File: config.mk
export PLATFORM = sky130hd
export DESIGN_NAME = fixed_slot_buffer_pool
export DESIGN_NICKNAME = d
export VERILOG_FILES = /design/src/fsbp_pkg.sv /design/src/fsbp_ram.sv /design/src/fsbp_divider.sv /design/src/fixed_slot_buffer_pool.sv
export VERILOG_INCLUDE_DIRS = /design/src /design/src/src
export SDC_FILE = /design/constraint.sdc
export NUM_CORES = 2
export LEC_CHECK = 0
export ABC_AREA = 1
export BUFFER_PORTS_ARGS = -buffer_cell sky130_fd_sc_hd__buf_2
export CAP_MARGIN = 20
export CORE_AREA = 2 2 608 610
export CTS_CLUSTER_SIZE = 20
export DETAILED_ROUTE_END_ITERATION = 7
export DIE_AREA = 0 0 610 612
export GPL_TIMING_DRIVEN = 0
export PLACE_DENSITY = 0.42
export REMOVE_ABC_BUFFERS = 1
export SYNTH_ARGS = -nofsm -noshare
export SYNTH_HDL_FRONTEND = slang
export SYNTH_SLANG_ARGS = --single-unit
File: constraint.sdc
create_clock -name clk -period 7.7 [get_ports clk]
set_input_delay 1.54 -clock clk [delete_from_list [all_inputs] [get_ports clk]]
set_output_delay 1.54 -clock clk [all_outputs]
set_load 0.03 [all_outputs]
File: src/fixed_slot_buffer_pool_defines.svh
// Assertion macros shared by the buffer pool RTL.
// Included by the modules that check their own control logic; no other dependencies.
`ifndef FIXED_SLOT_BUFFER_POOL_DEFINES_SVH
`define FIXED_SLOT_BUFFER_POOL_DEFINES_SVH

`ifndef SYNTHESIS
// Same-cycle implication: whenever ante holds, cons holds too.
`define FSBP_ASSERT_IMP(name, ck, rn, ante, cons) \
    name: assert property (@(posedge ck) disable iff (!rn) (ante) |-> (cons)) \
        else $error("buffer pool check failed");
// Next-cycle implication: whenever ante holds, cons holds in the next cycle.
`define FSBP_ASSERT_NXT(name, ck, rn, ante, cons) \
    name: assert property (@(posedge ck) disable iff (!rn) (ante) |=> (cons)) \
        else $error("buffer pool check failed");
`else
`define FSBP_ASSERT_IMP(name, ck, rn, ante, cons)
`define FSBP_ASSERT_NXT(name, ck, rn, ante, cons)
`endif

`endif

File: src/fsbp_pkg.sv
// Package of the buffer pool: widths, codes, payload structs and the state type.
// Used by the divider and the top level of the pool; depends on nothing.
package fsbp_pkg;

    localparam int MAX_SLOTS   = 256;
    localparam int MIN_SLOTS   = 2;
    localparam int SLOT_W      = $clog2(MAX_SLOTS);
    localparam int ADDR_W      = 32;
    localparam int SIZE_W      = 17;
    localparam int COUNT_W     = 9;
    localparam int CFG_DATA_W  = 32;
    localparam int CFG_INDEX_W = 2;

    // Slots are a whole number of 64-byte granules.
    localparam int SLOT_GRAIN  = 64;
    localparam int GRAN_SHIFT  = $clog2(SLOT_GRAIN);

    // Serial divider: granule offset divided by slot size in granules.
    localparam int DIV_W       = ADDR_W - GRAN_SHIFT;
    localparam int DIVISOR_W   = SIZE_W - GRAN_SHIFT;
    localparam int REM_W       = DIVISOR_W;
    localparam int STEP_CNT_W  = $clog2(DIV_W);
    localparam int PROD_W      = SLOT_W + DIVISOR_W;

    localparam logic CMD_ALLOC = 1'b0;
    localparam logic CMD_FREE  = 1'b1;

    localparam logic [CFG_INDEX_W-1:0] CFG_BASE  = 2'd0;
    localparam logic [CFG_INDEX_W-1:0] CFG_SIZE  = 2'd1;
    localparam logic [CFG_INDEX_W-1:0] CFG_COUNT = 2'd2;

    typedef enum logic [1:0] {
        STATUS_OK        = 2'd0,
        STATUS_TOO_LARGE = 2'd1,
        STATUS_EMPTY     = 2'd2,
        STATUS_BAD_ADDR  = 2'd3
    } fsbp_status_t;

    typedef enum logic [1:0] {
        ST_IDLE,
        ST_ALLOC_SLOT,
        ST_ALLOC_ADDR,
        ST_FREE_DIV
    } fsbp_state_t;

    typedef struct packed {
        logic              cmd;
        logic [SIZE_W-1:0] request_size;
        logic [ADDR_W-1:0] address;
    } fsbp_req_t;

    typedef struct packed {
        fsbp_status_t      status;
        logic [ADDR_W-1:0] address_res;
    } fsbp_res_t;

    typedef struct packed {
        logic              done;
        logic              overflow;
        logic [SLOT_W-1:0] quotient;
    } fsbp_div_stat_t;

endpackage

File: src/fsbp_ram.sv
// Generic single-write, single-read RAM with a registered read port.
// Standalone; no package dependency.
module fsbp_ram #(
    parameter int WIDTH = 8,
    parameter int DEPTH = 256
) (
    input  logic                     clk,
    input  logic                     we,
    input  logic [$clog2(DEPTH)-1:0] waddr,
    input  logic [WIDTH-1:0]         wdata,
    input  logic [$clog2(DEPTH)-1:0] raddr,
    output logic [WIDTH-1:0]         rdata
);

    logic [WIDTH-1:0] mem_reg [DEPTH];
    logic [WIDTH-1:0] rdata_reg;

    always_ff @(posedge clk)
    begin
        if (we)
        begin
            mem_reg[waddr] <= wdata;
        end
        rdata_reg <= mem_reg[raddr];
    end

    assign rdata = rdata_reg;

endmodule

File: src/fsbp_divider.sv
// Bit-serial restoring divider: one quotient bit per cycle, for each dividend bit in turn.
// Depends on fsbp_pkg and the assertion macros in fixed_slot_buffer_pool_defines.svh.
`include "fixed_slot_buffer_pool_defines.svh"

module fsbp_divider (
    input  logic                          clk,
    input  logic                          rst_n,
    input  logic                          start,
    input  logic [fsbp_pkg::DIV_W-1:0]     dividend,
    input  logic [fsbp_pkg::DIVISOR_W-1:0] divisor,
    output fsbp_pkg::fsbp_div_stat_t       stat
);
    import fsbp_pkg::*;

    logic [DIV_W-1:0]      dividend_reg, dividend_next;
    logic [DIVISOR_W-1:0]  divisor_reg, divisor_next;
    logic [REM_W-1:0]      rem_reg, rem_next;
    logic [SLOT_W-1:0]     quot_reg, quot_next;
    logic                  ovf_reg, ovf_next;
    logic [STEP_CNT_W-1:0] cnt_reg, cnt_next;
    logic                  run_reg, run_next;
    logic                  done_reg, done_next;

    logic [REM_W:0]        trial;
    logic [REM_W:0]        diff;
    logic                  fits;

    always_ff @(posedge clk or negedge rst_n)
    begin
        if (!rst_n)
        begin
            run_reg  <= 1'b0;
            done_reg <= 1'b0;
            cnt_reg  <= '0;
        end
        else
        begin
            run_reg  <= run_next;
            done_reg <= done_next;
            cnt_reg  <= cnt_next;
        end
    end

    always_ff @(posedge clk)
    begin
        dividend_reg <= dividend_next;
        divisor_reg  <= divisor_next;
        rem_reg      <= rem_next;
        quot_reg     <= quot_next;
        ovf_reg      <= ovf_next;
    end

    // The partial remainder stays below the divisor, so one shifted-in bit
    // makes a trial value one bit wider than the divisor.
    always_comb
    begin
        trial = {rem_reg, dividend_reg[DIV_W-1]};
        fits  = (trial >= {1'b0, divisor_reg});
        diff  = trial - {1'b0, divisor_reg};

        dividend_next = dividend_reg;
        divisor_next  = divisor_reg;
        rem_next      = rem_reg;
        quot_next     = quot_reg;
        ovf_next      = ovf_reg;
        cnt_next      = cnt_reg;
        run_next      = run_reg;
        done_next     = 1'b0;

        if (start)
        begin
            dividend_next = dividend;
            divisor_next  = divisor;
            rem_next      = '0;
            quot_next     = '0;
            ovf_next      = 1'b0;
            cnt_next      = '0;
            run_next      = 1'b1;
        end
        else if (run_reg)
        begin
            dividend_next = {dividend_reg[DIV_W-2:0], 1'b0};
            rem_next      = fits ? diff[REM_W-1:0] : trial[REM_W-1:0];
            // Only the low quotient bits are kept; anything above them
            // marks the index as out of range.
            ovf_next      = ovf_reg | quot_reg[SLOT_W-1];
            quot_next     = {quot_reg[SLOT_W-2:0], fits};
            cnt_next      = cnt_reg + 1'b1;
            if (cnt_reg == STEP_CNT_W'(DIV_W - 1))
            begin
                run_next  = 1'b0;
                done_next = 1'b1;
            end
        end
    end

    assign stat.done     = done_reg;
    assign stat.overflow = ovf_reg;
    assign stat.quotient = quot_reg;

    `FSBP_ASSERT_IMP(a_div_step_bound, clk, rst_n, run_reg, cnt_reg < STEP_CNT_W'(DIV_W))
    `FSBP_ASSERT_IMP(a_div_no_restart, clk, rst_n, start, !run_reg)
    `FSBP_ASSERT_NXT(a_div_done_pulse, clk, rst_n, done_reg, !done_reg && !run_reg)

endmodule

File: src/fixed_slot_buffer_pool.sv
// Top level of the fixed-slot buffer pool: command handshake, free-slot queue, allocator.
// Depends on fsbp_pkg, fsbp_ram, fsbp_divider and fixed_slot_buffer_pool_defines.svh.
//
// Channel    Signals                               Transfer when
// -------    -----------------------------------   ------------------------------
// request    start, busy, request                  start high and busy low
// result     done, result                          done high (one cycle, no stall)
// config     cfg_valid, cfg_ready, cfg_index/data  cfg_valid and cfg_ready high
//
// An allocate that is too large or finds the pool empty, and a free below the base
// address, answer in the cycle after the transfer. A good allocate answers once the
// queue RAM read, the slot times size product and the base add are done in turn. A
// free request answers when the bit-serial divider, which turns the offset into a
// slot index one quotient bit per cycle, is done. Reset is asynchronous and active
// low; it restores the register defaults and refills the queue at once. The receiver
// cannot stall: each result is flagged by done for exactly one cycle.
`include "fixed_slot_buffer_pool_defines.svh"

module fixed_slot_buffer_pool (
    input  logic                              clk,
    input  logic                              rst_n,
    input  logic                              start,
    output logic                              busy,
    input  fsbp_pkg::fsbp_req_t               request,
    output logic                              done,
    output fsbp_pkg::fsbp_res_t               result,
    input  logic                              cfg_valid,
    output logic                              cfg_ready,
    input  logic [fsbp_pkg::CFG_INDEX_W-1:0]  cfg_index,
    input  logic [fsbp_pkg::CFG_DATA_W-1:0]   cfg_data
);
    import fsbp_pkg::*;

    // Slot counts outside the supported range are pinned to its ends.
    function automatic logic [COUNT_W-1:0] clamp_count(input logic [COUNT_W-1:0] raw);
        logic [COUNT_W-1:0] c;
        c = raw;
        if (raw < COUNT_W'(MIN_SLOTS))
        begin
            c = COUNT_W'(MIN_SLOTS);
        end
        else if (raw > COUNT_W'(MAX_SLOTS))
        begin
            c = COUNT_W'(MAX_SLOTS);
        end
        return c;
    endfunction

    fsbp_state_t           state_reg, state_next;
    logic [ADDR_W-1:0]     base_reg, base_next;
    logic [SIZE_W-1:0]     size_reg, size_next;
    logic [COUNT_W-1:0]    count_reg, count_next;
    logic [SLOT_W-1:0]     head_reg, head_next;
    logic [SLOT_W-1:0]     tail_reg, tail_next;
    logic [COUNT_W-1:0]    free_count_reg, free_count_next;
    logic [MAX_SLOTS-1:0]  valid_reg, valid_next;
    logic                  done_reg, done_next;
    fsbp_res_t             result_reg, result_next;
    logic                  hit_reg, hit_next;
    logic [SLOT_W-1:0]     slot_hold_reg, slot_hold_next;
    logic [PROD_W-1:0]     product_reg, product_next;

    logic [DIVISOR_W-1:0]  divisor_eff;
    logic [SIZE_W-1:0]     size_bytes;
    logic [COUNT_W-1:0]    count_eff;
    logic [SLOT_W-1:0]     slot_sel;
    logic [SLOT_W:0]       head_inc;
    logic [SLOT_W:0]       tail_inc;
    logic [ADDR_W-1:0]     offset;

    logic                  ram_we;
    logic [SLOT_W-1:0]     ram_rdata;
    logic                  div_start;
    fsbp_div_stat_t        div_stat;

    // The queue RAM holds pushed slot indices. An entry that has not been
    // written since the last refill reads as its own index, which is what a
    // freshly filled queue holds there; the valid bits tell the two apart.
    fsbp_ram #(
        .WIDTH(SLOT_W),
        .DEPTH(MAX_SLOTS)
    ) u_queue (
        .clk  (clk),
        .we   (ram_we),
        .waddr(tail_reg),
        .wdata(div_stat.quotient),
        .raddr(head_reg),
        .rdata(ram_rdata)
    );

    fsbp_divider u_div (
        .clk     (clk),
        .rst_n   (rst_n),
        .start   (div_start),
        .dividend(offset[ADDR_W-1:GRAN_SHIFT]),
        .divisor (divisor_eff),
        .stat    (div_stat)
    );

    // Effective geometry: the slot size is taken in whole granules, with a
    // size below one granule treated as one granule.
    always_comb
    begin
        divisor_eff = size_reg[SIZE_W-1:GRAN_SHIFT];
        if (divisor_eff == '0)
        begin
            divisor_eff = DIVISOR_W'(1);
        end
        size_bytes = {divisor_eff, GRAN_SHIFT'(0)};
        count_eff  = clamp_count(count_reg);
    end

    assign head_inc = {1'b0, head_reg} + 1'b1;
    assign tail_inc = {1'b0, tail_reg} + 1'b1;
    assign offset   = request.address - base_reg;
    assign slot_sel = hit_reg ? ram_rdata : slot_hold_reg;

    always_ff @(posedge clk or negedge rst_n)
    begin
        if (!rst_n)
        begin
            state_reg      <= ST_IDLE;
            base_reg       <= '0;
            size_reg       <= SIZE_W'(SLOT_GRAIN);
            count_reg      <= COUNT_W'(MAX_SLOTS);
            head_reg       <= '0;
            tail_reg       <= '0;
            free_count_reg <= COUNT_W'(MAX_SLOTS);
            valid_reg      <= '0;
            done_reg       <= 1'b0;
        end
        else
        begin
            state_reg      <= state_next;
            base_reg       <= base_next;
            size_reg       <= size_next;
            count_reg      <= count_next;
            head_reg       <= head_next;
            tail_reg       <= tail_next;
            free_count_reg <= free_count_next;
            valid_reg      <= valid_next;
            done_reg       <= done_next;
        end
    end

    always_ff @(posedge clk)
    begin
        result_reg    <= result_next;
        hit_reg       <= hit_next;
        slot_hold_reg <= slot_hold_next;
        product_reg   <= product_next;
    end

    always_comb
    begin
        state_next      = state_reg;
        base_next       = base_reg;
        size_next       = size_reg;
        count_next      = count_reg;
        head_next       = head_reg;
        tail_next       = tail_reg;
        free_count_next = free_count_reg;
        valid_next      = valid_reg;
        done_next       = 1'b0;
        result_next     = result_reg;
        hit_next        = hit_reg;
        slot_hold_next  = slot_hold_reg;
        product_next    = product_reg;
        ram_we          = 1'b0;
        div_start       = 1'b0;

        unique case (state_reg)
            ST_IDLE:
            begin
                if (start)
                begin
                    result_next.address_res = '0;
                    if (request.cmd == CMD_ALLOC)
                    begin
                        // The size check comes before the empty check.
                        if (request.request_size > size_bytes)
                        begin
                            result_next.status = STATUS_TOO_LARGE;
                            done_next          = 1'b1;
                        end
                        else if (free_count_reg == '0)
                        begin
                            result_next.status = STATUS_EMPTY;
                            done_next          = 1'b1;
                        end
                        else
                        begin
                            // Pop: the RAM reads the head entry this cycle.
                            hit_next        = valid_reg[head_reg];
                            slot_hold_next  = head_reg;
                            head_next       = (head_inc == count_eff) ? '0 : head_inc[SLOT_W-1:0];
                            free_count_next = free_count_reg - 1'b1;
                            state_next      = ST_ALLOC_SLOT;
                        end
                    end
                    else
                    begin
                        if (request.address < base_reg)
                        begin
                            result_next.status = STATUS_BAD_ADDR;
                            done_next          = 1'b1;
                        end
                        else
                        begin
                            div_start  = 1'b1;
                            state_next = ST_FREE_DIV;
                        end
                    end
                end
            end

            ST_ALLOC_SLOT:
            begin
                product_next = PROD_W'(slot_sel) * PROD_W'(divisor_eff);
                state_next   = ST_ALLOC_ADDR;
            end

            ST_ALLOC_ADDR:
            begin
                // Slot address wraps in 32 bits like the address space.
                result_next.status      = STATUS_OK;
                result_next.address_res = base_reg + (ADDR_W'(product_reg) << GRAN_SHIFT);
                done_next               = 1'b1;
                state_next              = ST_IDLE;
            end

            ST_FREE_DIV:
            begin
                if (div_stat.done)
                begin
                    result_next.address_res = '0;
                    if (div_stat.overflow || (COUNT_W'(div_stat.quotient) >= count_eff))
                    begin
                        result_next.status = STATUS_BAD_ADDR;
                    end
                    else
                    begin
                        result_next.status = STATUS_OK;
                        // A push into a full queue is dropped but still reports ok.
                        if (free_count_reg < count_eff)
                        begin
                            ram_we               = 1'b1;
                            valid_next[tail_reg] = 1'b1;
                            tail_next            = (tail_inc == count_eff) ?
                                                   '0 : tail_inc[SLOT_W-1:0];
                            free_count_next      = free_count_reg + 1'b1;
                        end
                    end
                    done_next  = 1'b1;
                    state_next = ST_IDLE;
                end
            end

            default:
            begin
                state_next = ST_IDLE;
            end
        endcase

        // Register writes arrive only while the pool is idle. A new slot count
        // refills the queue at once by dropping all valid bits.
        if (cfg_valid && cfg_ready)
        begin
            unique case (cfg_index)
                CFG_BASE:
                begin
                    base_next = cfg_data[ADDR_W-1:0];
                end
                CFG_SIZE:
                begin
                    size_next = cfg_data[SIZE_W-1:0];
                end
                CFG_COUNT:
                begin
                    count_next      = cfg_data[COUNT_W-1:0];
                    free_count_next = clamp_count(cfg_data[COUNT_W-1:0]);
                    head_next       = '0;
                    tail_next       = '0;
                    valid_next      = '0;
                end
                default:
                begin
                end
            endcase
        end
    end

    assign busy      = (state_reg != ST_IDLE);
    assign cfg_ready = (state_reg == ST_IDLE);
    assign done      = done_reg;
    assign result    = result_reg;

    `FSBP_ASSERT_IMP(a_free_count_bound, clk, rst_n, 1'b1, free_count_reg <= count_eff)
    `FSBP_ASSERT_IMP(a_head_bound, clk, rst_n, 1'b1, COUNT_W'(head_reg) < count_eff)
    `FSBP_ASSERT_IMP(a_tail_bound, clk, rst_n, 1'b1, COUNT_W'(tail_reg) < count_eff)
    `FSBP_ASSERT_NXT(a_accept_progress, clk, rst_n, start && !busy, busy || done)

endmodule
==> reports/metrics.yaml <==
detailroute.via_count: 74969
peakVddDrop_mv: 0.473
crit_arrival_ns: 6.91
clock_latency_ns: 0.92
cts_max_level: 5
synthFlopType: "edfxtp_1"
ys_seq_area_share_pct: 67.3
cp_max_fo: 21
cp-endpoint: "u_queue.mem_reg[135][3]"
io-pin-count: 125
dieArea_sq_um: 373000
netlist-cell-type-count: 59
post-route-period-util_pct: 83.4
crit_type: "flip-flop to flip-flop"
relSlewSlack_pct: 27.2
startpoint: "count_reg[2]"
cts_root_buf: "clkbuf_16"
layout-drive-gt1-share_pct: 8.07
setup_ws_ns: 1.28
powerDensity_nw_per_um2: 428
synth_seq_cells: 2518
drtIter0Drc: 5937
path_clk_slew_ns: 0.06
overflow: 0
grt_pass1_wl_microns: 517000
grt_util_all_layers_pct: 18.7
largest_reg_flops: 2048
ff2ff_path_depth: 18
cp.required_ns: 8.19
dieWidth_microns: 610
fin_skew_ns: 0.0522
status: "finished clean"
syn_avg_cell_area_sq_um: 11.0
max-cap-violations: 0
rows: 223
numPortBuffers: 124
grt_max_degree: 146
syn_area_sq_um: 109000
antenna_found_initial: 12
reg2reg_from: "count_reg[2]"
grt_setup_unrepaired: "false"
yosys-top-cells-area: "edfxtp_1 (59%), dfrtp_1 (7.8%), nand2_1 (6.5%)"
final-max-slew-violation-count: 0
cts_tree: "done"
reg2reg_slack_ns: 1.28
multi_input_area_sq_um: 31800
cts_resized: 0
drtPass1Iterations: 5
clock_sinks: 2518
cts_setup_buffers: 0
vias_per_cell: 5.00
synth_edf_count: 2147
core_sq_um: 367000
hold_viol_final: 0
worst_pin_slew_ns: 1.09
start_util_pct: 29.8
startpoint_type: "flip-flop"
cts.path.max_buffers: 4
cts_made_buffers: 291
yosysMostFrequentCell: "edfxtp_1"
fin_util_pct: 34.4
dp_slack_ns: 1.36
wl_per_cell_microns: 23.7
postSynthCellCount: 9965
async_reset_ff_share_pct: 13.6
nNetsFinal: 10207
fmax_mhz: 156
drc: 0
hp-class: "flip-flop to flip-flop"
finalSetupTns_ns: 0
ys_warn_count: 0
synth_top_area_share_pct: 58.9
leakagePower_uw: 0.0464
synth_top_cell_by_area: "edfxtp_1"
r2r_end: "u_queue.mem_reg[135][3]"
die_y_microns: 612
ff_latch_area_sq_um: 73700
power_uw: 54200
cp-end-kind: "flip-flop"
syn_to_final_growth_pct: 15.5
synth_commonest_cells: "edfxtp_1 (2147), nand2_1 (1902), nor2_1 (1491)"
hpwl_microns: 216000
fin_crit_ns: 6.42
place_congestion: 0.832
antenna_left: 0
grt_pass1_vias: 73724
wl_microns: 356000
fin_hold_ws_ns: 0.488
setup_viol: 0
fill_cells: 36463
cts-hold-fix-buffers: 0
==> stage by stage <==
stage | std cells | area [sq um]
after floorplan | 9381 | 107000
after global placement | 14342 | 114000
after CTS | 15001 | 126000
after global routing | 15005 | 126000
after detailed placement | 14465 | 117000
final | 15008 | 126000
==> worst min-delay path by stage <==
stage | startpoint | cells past startpoint | end
2_1_floorplan | count_reg[0] | 2 | count_reg[0]
3_3_place_gp | valid_reg[202] | 1 | valid_reg[202]
3_5_place_dp | valid_reg[202] | 1 | valid_reg[202]
4_1_cts | valid_reg[202] | 1 | valid_reg[202]
5_1_grt | valid_reg[90] | 2 | valid_reg[90]
6_report | valid_reg[9] | 1 | valid_reg[9]
==> where the power goes <==
part / switching, uW / internal [uW]
sequential: 1170 / 17500
combinational: 15300 / 6480
clock: 5710 / 7990
total: 22200 / 32000
==> critical path, stage by stage (launching register included) <==
cell,delay (ns)
dfrtp_1,0.48
nor2_1,0.16
nand3_1,0.09
o21ai_2,0.44
nand2_1,0.37
ha_1,0.42
nand2_1,0.09
inv_1,0.04
nand2_1,0.05
nand2_1,0.07
a21oi_2,0.14
nand4_2,0.20
nor2_4,0.24
nand2_2,0.30
clkinv_2,0.51
nand2_1,0.17
nor2_1,0.69
inv_1,0.58
nor2_1,0.91
==> placed cells by master, fill, tap and decap left out, drive strengths merged, types with 5 or more instances in the layout <==
cell     instances
dfrtp          340
edfxtp        2147
clkbuf         415
nand4           36
nand2         1907
fa              56
or2              9
o211ai         111
xor2            40
a21oi          587
nor4             8
xnor2           27
clkinv         104
o21bai           8
nand3          493
mux2i          114
o2111ai          5
o22ai          294
ha             139
nor3           147
o21ai          804
o21a            30
and2             6
dfxtp           28
buf            250
a31oi           13
nor2          1549
bufinv          14
inv            460
a21o             6
==> cell families (layout without fill, tap and decap cells) <==
| kind of cell | Yosys count | after routing | share of synthesized area, % |
|---|---|---|---|
| mux | 114 | 114 | 1.04 |
| buf+inv | 1044 | 1246 | 3.78 |
| xor+xnor | 67 | 67 | 0.536 |
| compound gates | 1870 | 1870 | 9.31 |
| flops | 2518 | 2518 | 67.3 |
| other cells | 0 | 4 | 0 |
| fa+ha+maj | 195 | 195 | 2.61 |
| simple gates | 4157 | 4157 | 15.5 |
==> layer usage <==
metal / track usage [%] / vias up / routed length [microns]
li1: - / 34721 / -
met1: 25.5 / 37843 / 160000
met2: 31.0 / 1939 / 169000
met3: 2.36 / 466 / 17500
met4: 5.38 / 0 / 9980
met5: 0 / - / 0
==> area by class of cell <==
cell class | count | area share, %
timing repair buffer | 250 | 3.00
clock inverter | 121 | 0.854
sequential | 2518 | 58.3
multi-input combinational | 6403 | 25.1
clock buffer | 415 | 6.56
inverter | 460 | 1.42
tap | 4837 | 4.79
antenna | 4 | 0.00792
Power figures use the tool's default switching activity.
